[config.mk]
export PLATFORM = sky130hd
export DESIGN_NAME = positional_audio_gain_pan_flat
export DESIGN_NICKNAME = d
export VERILOG_FILES = /design/src/rtl/pagp_pkg.sv /design/src/rtl/pagp_in_if.sv /design/src/rtl/pagp_out_if.sv /design/src/rtl/pagp_mul.sv /design/src/rtl/pagp_sqrt.sv /design/src/rtl/pagp_div.sv /design/src/rtl/positional_audio_gain_pan.sv /design/src/flat_wrapper.sv
export SDC_FILE = /design/constraint.sdc
export NUM_CORES = 2
export LEC_CHECK = 0
export ABC_CLOCK_PERIOD_IN_PS = 6400
export BUFFER_PORTS_ARGS = -buffer_cell sky130_fd_sc_hd__buf_2
export CORE_AREA = 3 3 285 287
export CTS_CLUSTER_DIAMETER = 40
export CTS_CLUSTER_SIZE = 8
export DETAILED_ROUTE_END_ITERATION = 6
export DIE_AREA = 0 0 288 290
export GPL_TIMING_DRIVEN = 0
export MAX_ROUTING_LAYER = met4
export PLACE_DENSITY = 0.78
export REMOVE_ABC_BUFFERS = 1
export SLEW_MARGIN = 20
export SYNTH_ARGS = -nofsm -noshare
export SYNTH_HDL_FRONTEND = slang
export SYNTH_SLANG_ARGS = --single-unit
[constraint.sdc]
create_clock -name clk -period 6.4 [get_ports clk]
set_clock_uncertainty 0.05 [all_clocks]
set_input_delay 0.96 -clock clk [delete_from_list [all_inputs] [get_ports clk]]
set_output_delay 0.96 -clock clk [all_outputs]
set_load 0.02 [all_outputs]
[src/rtl/pagp_pkg.sv]
// ----------------------------------------------------------------------------
// pagp_pkg: shared types and constants for positional gain and pan
// Widths of the serial arithmetic units, output limits and controller states.
// ----------------------------------------------------------------------------
`default_nettype none

package pagp_pkg;

	// Magnitude and operand width of the serial multiplier and divider.
	localparam int MUL_W  = 16;
	localparam int PROD_W = 2 * MUL_W;
	// Sum of three squared 16-bit magnitudes.
	localparam int D2_W   = PROD_W + 2;
	// Floor root of a D2_W-bit value and its working remainder.
	localparam int ROOT_W = D2_W / 2;
	localparam int REM_W  = ROOT_W + 3;

	localparam logic [MUL_W-1:0]   GAIN_ONE    = 16'd32768;
	localparam logic [MUL_W:0]     VOL_MAX     = 17'd32768;
	localparam logic [MUL_W-1:0]   PAN_POS_MAX = 16'd32767;
	localparam logic [MUL_W-1:0]   PAN_NEG_MAX = 16'd32768;

	typedef enum logic [3:0] {
		ST_IDLE,
		ST_LOAD,
		ST_SQ,
		ST_SUM,
		ST_CMP,
		ST_ROOT,
		ST_DIVW,
		ST_VOL,
		ST_OUT
	} pagp_state_t;

endpackage

`default_nettype wire

[src/rtl/pagp_in_if.sv]
// ----------------------------------------------------------------------------
// pagp_in_if: input channel of positional gain and pan
// Valid/ready channel carrying one source and listener position per transaction.
// ----------------------------------------------------------------------------
`default_nettype none

interface pagp_in_if;
	logic               valid;
	logic               ready;
	logic        [5:0]  source_index;
	logic signed [15:0] source_x;
	logic signed [15:0] source_y;
	logic signed [15:0] source_z;
	logic signed [15:0] listener_x;
	logic signed [15:0] listener_y;
	logic signed [15:0] listener_z;
	logic        [15:0] inner_radius;
	logic        [15:0] outer_radius;
	logic        [15:0] base_volume;

	modport source (
		output valid, source_index, source_x, source_y, source_z,
		       listener_x, listener_y, listener_z, inner_radius, outer_radius, base_volume,
		input  ready
	);
	modport sink (
		input  valid, source_index, source_x, source_y, source_z,
		       listener_x, listener_y, listener_z, inner_radius, outer_radius, base_volume,
		output ready
	);
endinterface

`default_nettype wire

[src/rtl/pagp_out_if.sv]
// ----------------------------------------------------------------------------
// pagp_out_if: result channel of positional gain and pan
// Valid/ready channel carrying pan, volume and zone flags per transaction.
// ----------------------------------------------------------------------------
`default_nettype none

interface pagp_out_if;
	logic               valid;
	logic               ready;
	logic signed [15:0] pan_out;
	logic        [15:0] volume_out;
	logic               now_inside;
	logic               just_entered;

	modport source (
		output valid, pan_out, volume_out, now_inside, just_entered,
		input  ready
	);
	modport sink (
		input  valid, pan_out, volume_out, now_inside, just_entered,
		output ready
	);
endinterface

`default_nettype wire

[src/rtl/pagp_mul.sv]
// ----------------------------------------------------------------------------
// pagp_mul: bit-serial unsigned multiplier
// Shift-and-add over one multiplier bit per cycle; product held until restart.
// ----------------------------------------------------------------------------
`default_nettype none

module pagp_mul
	import pagp_pkg::*;
(
	input  wire logic              clk,
	input  wire logic              arst_n,
	input  wire logic              start,
	input  wire logic [MUL_W-1:0]  a,
	input  wire logic [MUL_W-1:0]  b,
	output logic                   busy,
	output logic [PROD_W-1:0]      prod
);

	localparam int CNT_W = $clog2(MUL_W);

	logic [MUL_W-1:0]  a_q;
	logic [PROD_W-1:0] p_q;
	logic [CNT_W-1:0]  cnt_q;
	logic              busy_q;
	logic [MUL_W:0]    sum;

	// The low half starts as the multiplier and drains out as the product fills in.
	assign sum = {1'b0, p_q[PROD_W-1:MUL_W]} + (p_q[0] ? {1'b0, a_q} : {(MUL_W+1){1'b0}});

	always_ff @(posedge clk or negedge arst_n) begin
		if (!arst_n) begin
			busy_q <= 1'b0;
			cnt_q  <= '0;
		end else if (start) begin
			busy_q <= 1'b1;
			cnt_q  <= '0;
		end else if (busy_q) begin
			cnt_q <= cnt_q + 1'b1;
			if (cnt_q == CNT_W'(MUL_W - 1))
				busy_q <= 1'b0;
		end
	end

	always_ff @(posedge clk) begin
		if (start) begin
			a_q <= a;
			p_q <= {{MUL_W{1'b0}}, b};
		end else if (busy_q) begin
			p_q <= {sum, p_q[MUL_W-1:1]};
		end
	end

	assign busy = busy_q;
	assign prod = p_q;

endmodule

`default_nettype wire

[src/rtl/pagp_sqrt.sv]
// ----------------------------------------------------------------------------
// pagp_sqrt: digit-serial floor square root
// Consumes two radicand bits per cycle and produces one root bit per cycle.
// ----------------------------------------------------------------------------
`default_nettype none

module pagp_sqrt
	import pagp_pkg::*;
(
	input  wire logic              clk,
	input  wire logic              arst_n,
	input  wire logic              start,
	input  wire logic [D2_W-1:0]   radicand,
	output logic                   busy,
	output logic [ROOT_W-1:0]      root
);

	localparam int CNT_W = $clog2(ROOT_W);

	logic [D2_W-1:0]   rad_q;
	logic [REM_W-1:0]  rem_q;
	logic [ROOT_W-1:0] root_q;
	logic [CNT_W-1:0]  cnt_q;
	logic              busy_q;
	logic [REM_W-1:0]  rem_sh;
	logic [REM_W-1:0]  trial;
	logic              take;

	assign rem_sh = {rem_q[REM_W-3:0], rad_q[D2_W-1:D2_W-2]};
	assign trial  = {1'b0, root_q, 2'b01};
	assign take   = rem_sh >= trial;

	always_ff @(posedge clk or negedge arst_n) begin
		if (!arst_n) begin
			busy_q <= 1'b0;
			cnt_q  <= '0;
		end else if (start) begin
			busy_q <= 1'b1;
			cnt_q  <= '0;
		end else if (busy_q) begin
			cnt_q <= cnt_q + 1'b1;
			if (cnt_q == CNT_W'(ROOT_W - 1))
				busy_q <= 1'b0;
		end
	end

	always_ff @(posedge clk) begin
		if (start) begin
			rad_q  <= radicand;
			rem_q  <= '0;
			root_q <= '0;
		end else if (busy_q) begin
			rad_q  <= {rad_q[D2_W-3:0], 2'b00};
			rem_q  <= take ? (rem_sh - trial) : rem_sh;
			root_q <= {root_q[ROOT_W-2:0], take};
		end
	end

	assign busy = busy_q;
	assign root = root_q;

endmodule

`default_nettype wire

[src/rtl/pagp_div.sv]
// ----------------------------------------------------------------------------
// pagp_div: bit-serial restoring divider for Q1.15 ratios
// Computes floor((num * 32768) / den) one quotient bit per cycle, for num < 2*den.
// ----------------------------------------------------------------------------
`default_nettype none

module pagp_div
	import pagp_pkg::*;
(
	input  wire logic              clk,
	input  wire logic              arst_n,
	input  wire logic              start,
	input  wire logic [MUL_W-1:0]  num,
	input  wire logic [MUL_W-1:0]  den,
	output logic                   busy,
	output logic [MUL_W-1:0]       quot
);

	localparam int CNT_W = $clog2(MUL_W);

	logic [MUL_W-1:0] r_q;
	logic [MUL_W-1:0] nq_q;
	logic [MUL_W-1:0] d_q;
	logic [CNT_W-1:0] cnt_q;
	logic             busy_q;
	logic [MUL_W:0]   r2;
	logic [MUL_W:0]   diff;
	logic             take;

	// nq_q shifts the remaining dividend bits out at the top and the
	// quotient bits in at the bottom.
	assign r2   = {r_q, nq_q[MUL_W-1]};
	assign diff = r2 - {1'b0, d_q};
	assign take = r2 >= {1'b0, d_q};

	always_ff @(posedge clk or negedge arst_n) begin
		if (!arst_n) begin
			busy_q <= 1'b0;
			cnt_q  <= '0;
		end else if (start) begin
			busy_q <= 1'b1;
			cnt_q  <= '0;
		end else if (busy_q) begin
			cnt_q <= cnt_q + 1'b1;
			if (cnt_q == CNT_W'(MUL_W - 1))
				busy_q <= 1'b0;
		end
	end

	always_ff @(posedge clk) begin
		if (start) begin
			r_q  <= {1'b0, num[MUL_W-1:1]};
			nq_q <= {num[0], {(MUL_W-1){1'b0}}};
			d_q  <= den;
		end else if (busy_q) begin
			r_q  <= take ? diff[MUL_W-1:0] : r2[MUL_W-1:0];
			nq_q <= {nq_q[MUL_W-2:0], take};
		end
	end

	assign busy = busy_q;
	assign quot = nq_q;

endmodule

`default_nettype wire

[src/rtl/positional_audio_gain_pan.sv]
// ----------------------------------------------------------------------------
// positional_audio_gain_pan: distance attenuation and pan for one sound source
// Each input transaction carries a source and a listener position, two radii
// and a base volume; each yields one result transaction with pan, volume and
// zone flags. Both channels use valid/ready.
// One item is processed at a time. The input is ready only while the block is
// idle, and the next item may be taken while a finished result still sits in
// the output register. When the distance lies between the radii, the squares,
// root, gain division and volume multiply run back to back on bit-serial
// units; otherwise the root and gain division are skipped.
// If the receiver stalls, the finished result waits in the output register
// and the controller holds in its last state until the register frees up.
// Reset clears the controller, the output valid and every per-source inside
// flag at once; there is no clearing pass.
// ----------------------------------------------------------------------------
`default_nettype none

module positional_audio_gain_pan
	import pagp_pkg::*;
#(
	parameter int NUM_SOURCES = 64
) (
	input  wire logic     clk,
	input  wire logic     arst_n,
	pagp_in_if.sink       items,
	pagp_out_if.source    results
);

	// Only indexes reachable by the 6-bit source index need a flag.
	localparam int NF = (NUM_SOURCES < 64) ? NUM_SOURCES : 64;
	localparam int IW = (NF > 1) ? $clog2(NF) : 1;

	pagp_state_t state_q, state_d;

	logic [MUL_W-1:0] mag_x_q, mag_y_q, mag_z_q;
	logic             neg_x_q;
	logic [MUL_W-1:0] inner_q, outer_q, base_q;
	logic [5:0]       idx_q;
	logic [D2_W-1:0]  d2_q;
	logic             ramp_q, now_in_q, pan_sat_q;
	logic [MUL_W-1:0] gain_q;
	logic [NF-1:0]    flags_q;

	logic               out_valid_q;
	logic signed [15:0] pan_q;
	logic [15:0]        vol_q;
	logic               inside_q, entered_q;

	// Capture-side arithmetic
	logic [MUL_W:0]   dx, dy, dz, ax, ay, az;
	logic             swap;
	logic [MUL_W-1:0] r_hi, r_lo;

	// Unit handshakes
	logic [4:0]        mul_start, mul_busy;
	logic [MUL_W-1:0]  mul_a [5];
	logic [MUL_W-1:0]  mul_b [5];
	logic [PROD_W-1:0] mul_p [5];
	logic              sqrt_start, sqrt_busy;
	logic [ROOT_W-1:0] root;
	logic              pdiv_start, pdiv_busy, gdiv_start, gdiv_busy;
	logic [MUL_W-1:0]  pquot, gquot;

	logic              accept, load_out, start_sq, start_vol;
	logic              ramp_now, full_now;
	logic [MUL_W-1:0]  dist_c, gnum, gden, gain_sel;
	logic [MUL_W:0]    vol17;
	logic [15:0]       vol_sat, pan_mag;
	logic signed [15:0] pan_val;
	logic              in_range, was_in;

	assign accept = items.valid && items.ready;
	assign items.ready = (state_q == ST_IDLE);

	assign dx = {items.source_x[15], items.source_x} - {items.listener_x[15], items.listener_x};
	assign dy = {items.source_y[15], items.source_y} - {items.listener_y[15], items.listener_y};
	assign dz = {items.source_z[15], items.source_z} - {items.listener_z[15], items.listener_z};
	assign ax = dx[MUL_W] ? ((MUL_W+1)'(0) - dx) : dx;
	assign ay = dy[MUL_W] ? ((MUL_W+1)'(0) - dy) : dy;
	assign az = dz[MUL_W] ? ((MUL_W+1)'(0) - dz) : dz;

	assign swap = items.outer_radius < items.inner_radius;
	assign r_hi = swap ? items.inner_radius : items.outer_radius;
	assign r_lo = swap ? items.outer_radius : items.inner_radius;

	always_ff @(posedge clk) begin
		if (accept) begin
			mag_x_q <= ax[MUL_W-1:0];
			mag_y_q <= ay[MUL_W-1:0];
			mag_z_q <= az[MUL_W-1:0];
			neg_x_q <= dx[MUL_W];
			inner_q <= r_lo;
			outer_q <= (r_hi == '0) ? MUL_W'(1) : r_hi;
			base_q  <= items.base_volume;
			idx_q   <= items.source_index;
		end
	end

	// Lane 0 squares dx and later forms base volume times gain.
	assign start_sq  = (state_q == ST_LOAD);
	assign gain_sel  = ramp_q ? gquot : gain_q;
	assign mul_a[0]  = start_sq ? mag_x_q : base_q;
	assign mul_b[0]  = start_sq ? mag_x_q : gain_sel;
	assign mul_a[1]  = mag_y_q;
	assign mul_b[1]  = mag_y_q;
	assign mul_a[2]  = mag_z_q;
	assign mul_b[2]  = mag_z_q;
	assign mul_a[3]  = inner_q;
	assign mul_b[3]  = inner_q;
	assign mul_a[4]  = outer_q;
	assign mul_b[4]  = outer_q;
	assign mul_start = {{4{start_sq}}, start_sq || start_vol};

	for (genvar i = 0; i < 5; i++) begin : g_lane
		pagp_mul u_mul (
			.clk    (clk),
			.arst_n (arst_n),
			.start  (mul_start[i]),
			.a      (mul_a[i]),
			.b      (mul_b[i]),
			.busy   (mul_busy[i]),
			.prod   (mul_p[i])
		);
	end

	pagp_sqrt u_sqrt (
		.clk      (clk),
		.arst_n   (arst_n),
		.start    (sqrt_start),
		.radicand (d2_q),
		.busy     (sqrt_busy),
		.root     (root)
	);

	pagp_div u_pan_div (
		.clk    (clk),
		.arst_n (arst_n),
		.start  (pdiv_start),
		.num    (mag_x_q),
		.den    (outer_q),
		.busy   (pdiv_busy),
		.quot   (pquot)
	);

	// Within the ramp the root is below the outer radius, so it fits MUL_W bits.
	assign dist_c = (root < {1'b0, inner_q}) ? inner_q : root[MUL_W-1:0];
	assign gnum   = outer_q - dist_c;
	assign gden   = outer_q - inner_q;

	pagp_div u_gain_div (
		.clk    (clk),
		.arst_n (arst_n),
		.start  (gdiv_start),
		.num    (gnum),
		.den    (gden),
		.busy   (gdiv_busy),
		.quot   (gquot)
	);

	assign full_now = d2_q <= {2'b00, mul_p[3]};
	assign ramp_now = !full_now && (d2_q < {2'b00, mul_p[4]});

	always_ff @(posedge clk or negedge arst_n) begin
		if (!arst_n)
			state_q <= ST_IDLE;
		else
			state_q <= state_d;
	end

	always_comb begin
		state_d    = state_q;
		sqrt_start = 1'b0;
		pdiv_start = 1'b0;
		gdiv_start = 1'b0;
		start_vol  = 1'b0;
		load_out   = 1'b0;
		unique case (state_q)
			ST_IDLE: begin
				if (accept)
					state_d = ST_LOAD;
			end
			ST_LOAD: begin
				state_d = ST_SQ;
			end
			ST_SQ: begin
				if (!mul_busy[0])
					state_d = ST_SUM;
			end
			ST_SUM: begin
				state_d = ST_CMP;
			end
			ST_CMP: begin
				pdiv_start = 1'b1;
				sqrt_start = ramp_now;
				state_d    = ramp_now ? ST_ROOT : ST_DIVW;
			end
			ST_ROOT: begin
				if (!sqrt_busy) begin
					gdiv_start = 1'b1;
					state_d    = ST_DIVW;
				end
			end
			ST_DIVW: begin
				if (!pdiv_busy && !gdiv_busy) begin
					start_vol = 1'b1;
					state_d   = ST_VOL;
				end
			end
			ST_VOL: begin
				if (!mul_busy[0])
					state_d = ST_OUT;
			end
			ST_OUT: begin
				if (!out_valid_q || results.ready) begin
					load_out = 1'b1;
					state_d  = ST_IDLE;
				end
			end
			default: state_d = ST_IDLE;
		endcase
	end

	always_ff @(posedge clk) begin
		if (state_q == ST_SUM)
			d2_q <= D2_W'(mul_p[0]) + D2_W'(mul_p[1]) + D2_W'(mul_p[2]);
		if (state_q == ST_CMP) begin
			ramp_q    <= ramp_now;
			now_in_q  <= d2_q <= {2'b00, mul_p[4]};
			gain_q    <= full_now ? GAIN_ONE : '0;
			// The pan ratio reaches 2.0 or more exactly when |dx| >= 2 * outer.
			pan_sat_q <= {1'b0, mag_x_q} >= {outer_q, 1'b0};
		end
	end

	assign vol17   = mul_p[0][PROD_W-1:MUL_W-1];
	assign vol_sat = (vol17 > VOL_MAX) ? VOL_MAX[15:0] : vol17[15:0];

	always_comb begin
		if (neg_x_q) begin
			pan_mag = (pan_sat_q || pquot > PAN_NEG_MAX) ? PAN_NEG_MAX : pquot;
			pan_val = signed'(16'd0 - pan_mag);
		end else begin
			pan_mag = (pan_sat_q || pquot > PAN_POS_MAX) ? PAN_POS_MAX : pquot;
			pan_val = signed'(pan_mag);
		end
	end

	assign in_range = {1'b0, idx_q} < 7'(NF);
	assign was_in   = in_range && flags_q[idx_q[IW-1:0]];

	always_ff @(posedge clk or negedge arst_n) begin
		if (!arst_n) begin
			flags_q     <= '0;
			out_valid_q <= 1'b0;
		end else begin
			if (load_out) begin
				out_valid_q <= 1'b1;
				if (in_range)
					flags_q[idx_q[IW-1:0]] <= now_in_q;
			end else if (results.ready) begin
				out_valid_q <= 1'b0;
			end
		end
	end

	always_ff @(posedge clk) begin
		if (load_out) begin
			pan_q     <= pan_val;
			vol_q     <= vol_sat;
			inside_q  <= now_in_q;
			entered_q <= now_in_q && !was_in;
		end
	end

	assign results.valid        = out_valid_q;
	assign results.pan_out      = pan_q;
	assign results.volume_out   = vol_q;
	assign results.now_inside   = inside_q;
	assign results.just_entered = entered_q;

	a_vol_limit: assert property (@(posedge clk) disable iff (!arst_n)
		results.valid |-> results.volume_out <= VOL_MAX[15:0])
		else $error("volume above unity on the result channel");

	a_entered_inside: assert property (@(posedge clk) disable iff (!arst_n)
		results.valid && results.just_entered |-> results.now_inside)
		else $error("just_entered set for a source that is not inside");

	a_idle_quiet: assert property (@(posedge clk) disable iff (!arst_n)
		state_q == ST_IDLE |-> !(mul_busy[0] || sqrt_busy || pdiv_busy || gdiv_busy))
		else $error("arithmetic unit still busy while the controller is idle");

	a_load_from_out: assert property (@(posedge clk) disable iff (!arst_n)
		load_out |=> results.valid && state_q == ST_IDLE)
		else $error("result load did not present a transaction");

endmodule

`default_nettype wire
[src/flat_wrapper.sv]
// flat-port wrapper written by rule: the top's interface ports become plain ports
module positional_audio_gain_pan_flat import pagp_pkg::*;
#(
	parameter int NUM_SOURCES = 64
)
  (clk, arst_n, items_valid, items_source_index, items_source_x, items_source_y, items_source_z, items_listener_x, items_listener_y, items_listener_z, items_inner_radius, items_outer_radius, items_base_volume, items_ready, results_valid, results_pan_out, results_volume_out, results_now_inside, results_just_entered, results_ready);
  pagp_in_if items_i ();
  pagp_out_if results_i ();
  input  wire logic clk;
  input  wire logic arst_n;
  input wire logic [$bits(items_i.valid)-1:0] items_valid;
  input wire logic [$bits(items_i.source_index)-1:0] items_source_index;
  input wire logic [$bits(items_i.source_x)-1:0] items_source_x;
  input wire logic [$bits(items_i.source_y)-1:0] items_source_y;
  input wire logic [$bits(items_i.source_z)-1:0] items_source_z;
  input wire logic [$bits(items_i.listener_x)-1:0] items_listener_x;
  input wire logic [$bits(items_i.listener_y)-1:0] items_listener_y;
  input wire logic [$bits(items_i.listener_z)-1:0] items_listener_z;
  input wire logic [$bits(items_i.inner_radius)-1:0] items_inner_radius;
  input wire logic [$bits(items_i.outer_radius)-1:0] items_outer_radius;
  input wire logic [$bits(items_i.base_volume)-1:0] items_base_volume;
  output wire logic [$bits(items_i.ready)-1:0] items_ready;
  output wire logic [$bits(results_i.valid)-1:0] results_valid;
  output wire logic [$bits(results_i.pan_out)-1:0] results_pan_out;
  output wire logic [$bits(results_i.volume_out)-1:0] results_volume_out;
  output wire logic [$bits(results_i.now_inside)-1:0] results_now_inside;
  output wire logic [$bits(results_i.just_entered)-1:0] results_just_entered;
  input wire logic [$bits(results_i.ready)-1:0] results_ready;
  assign items_i.valid = items_valid;
  assign items_i.source_index = items_source_index;
  assign items_i.source_x = items_source_x;
  assign items_i.source_y = items_source_y;
  assign items_i.source_z = items_source_z;
  assign items_i.listener_x = items_listener_x;
  assign items_i.listener_y = items_listener_y;
  assign items_i.listener_z = items_listener_z;
  assign items_i.inner_radius = items_inner_radius;
  assign items_i.outer_radius = items_outer_radius;
  assign items_i.base_volume = items_base_volume;
  assign items_ready = items_i.ready;
  assign results_valid = results_i.valid;
  assign results_pan_out = results_i.pan_out;
  assign results_volume_out = results_i.volume_out;
  assign results_now_inside = results_i.now_inside;
  assign results_just_entered = results_i.just_entered;
  assign results_i.ready = results_ready;
  positional_audio_gain_pan #(.NUM_SOURCES(NUM_SOURCES)) u_core (.clk(clk), .arst_n(arst_n), .items(items_i), .results(results_i));
endmodule
==> impl_summary.md <==
STA
Setup slack on the critical path of the routed design comes to approximately 900 ps. The tightest slew margin relative to the limit is between 30% and 40%. Setup repair after global routing left no endpoint under its margin. The count of final hold-check violations is 0.

At the pin with the least slew margin, the transition time is just over 1000 ps. The number of slew-limit violations in the final report came to 0. The number of endpoints failing setup at the final stage is 0. Of the available clock period, the critical path in the final layout requires a little under nine tenths. Static timing analysis puts the maximum clock frequency at roughly 180 MHz.

For the finished layout, the period the worst path requires is between 5000 and 6000 ps.

Detailed routing
After detailed routing, the total wire length is about 110 mm. The residual antenna-violating net count after detailed routing is 0. Dividing the detail-routed wire length by the instance count gives 18.85 um. The first-iteration detailed-routing DRC count is around 2500.

Using the TritonRoute via totals, the vias-per-cell ratio works out to roughly 5.9. In the routed design, unresolved DRC markers number 0. The first detailed-routing pass took 7 iterations. The total vias in the final route is between 30000 and 40000.

Final layout
The net count of the finished layout is 5073. Once layout is done, the placed cells without fillers occupy 0.04911 mm^2. The area growth from synthesis to layout is 13.60%. Cells fill 62.27% of the core in the end. Excluding fillers, the count of instances in the completed layout stands at 5660.

The number of fillers in the final layout is 6256. The antenna cell count is 0. The post-route netlist has roughly an eighth of its cells at a drive strength greater than 1.

Synthesis
The number of warnings issued by yosys is 0. The share of the Yosys chip area taken by registers is 43.25%. The number of different library cells used by synthesis comes to 95. The synthesized design contains 433 enable-type register cells. The most common flop cell mapped by yosys is edfxtp_1. Counting flops and latches in the post-synthesis netlist gives between 600 and 700. After synthesis, the mean cell area works out to 9.982 um^2. The share of flip-flops with an asynchronous set or reset after synthesis is 15.94%. The synthesized netlist cell count is between 4000 and 5000.

The post-synthesis cell area is roughly 0.043 mm^2.

Pwr
Summed over all cells, the static leakage comes to around 0.022 uW. Across the VDD grid, the largest voltage drop is 0.3705 mV. The power density over cell area is 587.4 mW/mm^2.

Global routing
The maximum number of pins on one net before global-route repair is 137. The overall fraction of global-route tracks in use is between 20% and 30%. The first-pass GRT wire length is between 150 and 200 mm. Summed over all layers, the global routing overflow is 0. The initial antenna violation count is 0. The via count of the first global-routing pass is around 32000.

Critical path
The kind of cell with the highest combined delay on the critical path is compound AO/OA/AOI/OAI gates. The critical path's largest stage delay is between 500 and 600 ps. For this design, the slowest cell found on the critical path is a21oi_2. The most critical setup path has its endpoint at u_core.u_gain_div.r_q[13]$_DFFE_PP_. In this run the critical register-to-register path is captured at u_core.u_gain_div.r_q[13]$_DFFE_PP_. In this run the number of cells on the critical path is 21.

The critical path class is flip-flop to flip-flop. The worst register-to-register path begins at u_core.inner_q[8]$_DFFE_PP_. The critical-path maximum fanout is 8. For the worst flop-to-flop path, the logic depth is 21. STA classifies the critical path startpoint as a flip-flop. The buffering stage count on the worst path with inverters included is 2. The startpoint of the most critical setup path is u_core.inner_q[8]$_DFFE_PP_. The critical path endpoint category is a flip-flop.

The most used cell along the critical path is o21ai_0. At the worst endpoint, the required time is roughly 6700 ps. The worst-case register-to-register setup slack is approximately 900 ps. Data arrives at the worst endpoint at a little under 6000 ps. The critical path goes through inv_1, ha_1, a21oi_1, o21ai_0, a221oi_1, o21ai_0, a21oi_2, nand2_1, o21ai_0, ha_1, inv_1, fa_1, a21o_1, a21o_1, a21oi_1, o21a_1, o21ai_0, o41ai_1, o21ai_0, xnor2_1, mux2i_1.

Placed design
Detailed placement ended at an HPWL of roughly 80 mm. Routability-driven placement finished with a final weighted congestion of 0.9410. OpenSTA, run right after detailed placement, puts the worst setup slack at between 1000 and 1500 ps. In this run the tool buffered the top-level ports with between 150 and 200 buffer cells.

The number of placed instances, taps included is about 5400. Summing all placed instances gives a cell area of roughly 0.045 mm^2.

Clocking
Post-CTS repair changed the size of 0 cells. The CTS tree is yes. The number of hold-repair buffers added at the cts stage is 0. The buffer count from post-CTS setup fixing is 0. The clock buffer count from CTS is between 100 and 150.

No sink is reached through more buffers than the 3 on the longest clock path. CTS built an H-tree with a depth of 3. At the later pin of the worst-skew pair, clock insertion delay measures 680 ps. CTS placed an instance of clkbuf_16 at the clock tree root. After clock tree synthesis, the clock-pin slew on the worst setup and hold paths is ~50 ps. The count of clock tree sinks is between 600 and 700.

Flow run
Across the run, the number of max-cap violations was 0.

Die
The die covers approximately 0.084 mm^2. The core region area is about 0.079 mm^2. For this configuration, the core starts out at a cell density of between 50% and 60%. The total I/O pin count is 190. The row count is slightly above 100. The horizontal extent of the die is approximately 290 um. The height of the die is slightly below 300 um.

Worst hold path
The tightest min-delay check is of the input port to asynchronous set/reset pin type.

Status
The flow ran to the end, and the final reports show no timing, DRC or antenna violations.
## synth_stat cells (48+ instances only)
library cell,number,share of area (%)
a211oi_1,48,0.83
a21o_1,82,1.4
a21oi_1,251,2.9
and2_1,103,1.5
and3_1,49,0.71
clkbuf_1,123,1.1
dfrtp_1,110,6.4
dfxtp_1,147,6.8
edfxtp_1,433,30
ha_1,362,10
inv_1,331,2.9
mux2_2,97,2.5
mux2i_1,158,3.7
nand2_1,385,3.3
nand3_1,68,0.79
nor2_1,366,3.2
nor3_1,83,0.96
o21a_1,52,0.90
o21ai_0,206,2.4
or3_1,48,0.69
xnor2_1,149,3.0
xor2_1,66,1.3
## cells by family (layout without fill, tap and decap cells)
kind of cell             Yosys count  count (layout)  share of synthesized area (%)
buffers and inverters            481             760                          4.263
flip-flops                       690             690                          43.25
AND/OR/NAND/NOR                 1338            1338                          14.89
AO/OA/AOI/OAI                    908             908                          13.44
multiplexers                     288             288                          7.071
XOR/XNOR                         219             219                          4.524
adder cells (fa/ha/maj)          407             407                          12.56
## area by class of cell
class / count / area (um^2) / area share [%]
inverter: 332 / 1254 / 2.553
sequential: 690 / 18710 / 38.10
clock buffer: 180 / 3318 / 6.757
timing repair buffer: 212 / 1350 / 2.749
tap: 1050 / 1314 / 2.675
clock inverter: 36 / 371.6 / 0.7567
multi-input combinational: 3160 / 22790 / 46.41
## sequential cells by signal (all words and copies together), names as in the netlist, 17 cells and up
name,cells
u_core.u_sqrt.rad_q,34
u_core.flags_q,64
u_core.u_sqrt.root,17
u_core.g_lane.u_mul.cnt_q,20
u_core.u_sqrt.rem_q,18
u_core.g_lane.u_mul.prod,160
u_core.g_lane.u_mul.a_q,80
u_core.d2_q,34
## routing by layer
layer | track usage, % | wire [um]
met4 | 12.88 | 5818
met2 | 41.47 | 50260
met1 | 32.07 | 44180
met5 | - | 0
met3 | 3.354 | 6459
## report_power, final
part	switching, uW	leakage [uW]	internal (uW)	total, uW
Clock	2130	0.00179	3700	5830
Sequential	1760	0.00674	7000	8760
Combinational	7890	0.0131	6370	14300
Total	11800	0.0216	17100	28800
## worst min-delay path by stage
stage / startpoint / to / cells after the start
finish: arst_n / u_core.flags_q[40]$_DFFE_PN0P_ / 1
global route: arst_n / u_core.flags_q[47]$_DFFE_PN0P_ / 1
CTS: arst_n / u_core.flags_q[40]$_DFFE_PN0P_ / 1
detailed placement: u_core.mag_z_q[10]$_DFFE_PP_ / u_core.g_lane[2].u_mul.a_q[10]$_DFFE_PP_ / 0
global placement: u_core.mag_z_q[10]$_DFFE_PP_ / u_core.g_lane[2].u_mul.a_q[10]$_DFFE_PP_ / 0
floorplan: u_core.mag_y_q[0]$_DFFE_PP_ / u_core.g_lane[1].u_mul.a_q[0]$_DFFE_PP_ / 0
## through the flow
step	power [uW]	setup TNS, ps	hold slack (ps)
floorplan	19160	0	376.2
global placement	22070	-339060	382.0
detailed placement	22700	0	385.1
CTS	28780	0	202.4
global route	31040	0	242.7
finish	28850	0	218.4
## layout by cell type, fill, tap and decap left out, drive strengths merged, types with 52 or more instances in the layout
cell type / Yosys / final
o21ai: 211 / 211
mux2: 129 / 129
nand3: 68 / 68
o21a: 52 / 52
edfxtp: 433 / 433
a21oi: 254 / 254
clkbuf: 123 / 180
nand2: 385 / 385
mux2i: 158 / 158
xnor2: 151 / 151
and2: 104 / 104
ha: 362 / 362
nor3: 83 / 83
nor2: 367 / 367
xor2: 67 / 67
a21o: 82 / 82
dfxtp: 147 / 147
inv: 332 / 335
dfrtp: 110 / 110
buf: 26 / 212
Note: power is estimated with default switching activity, not from simulation.
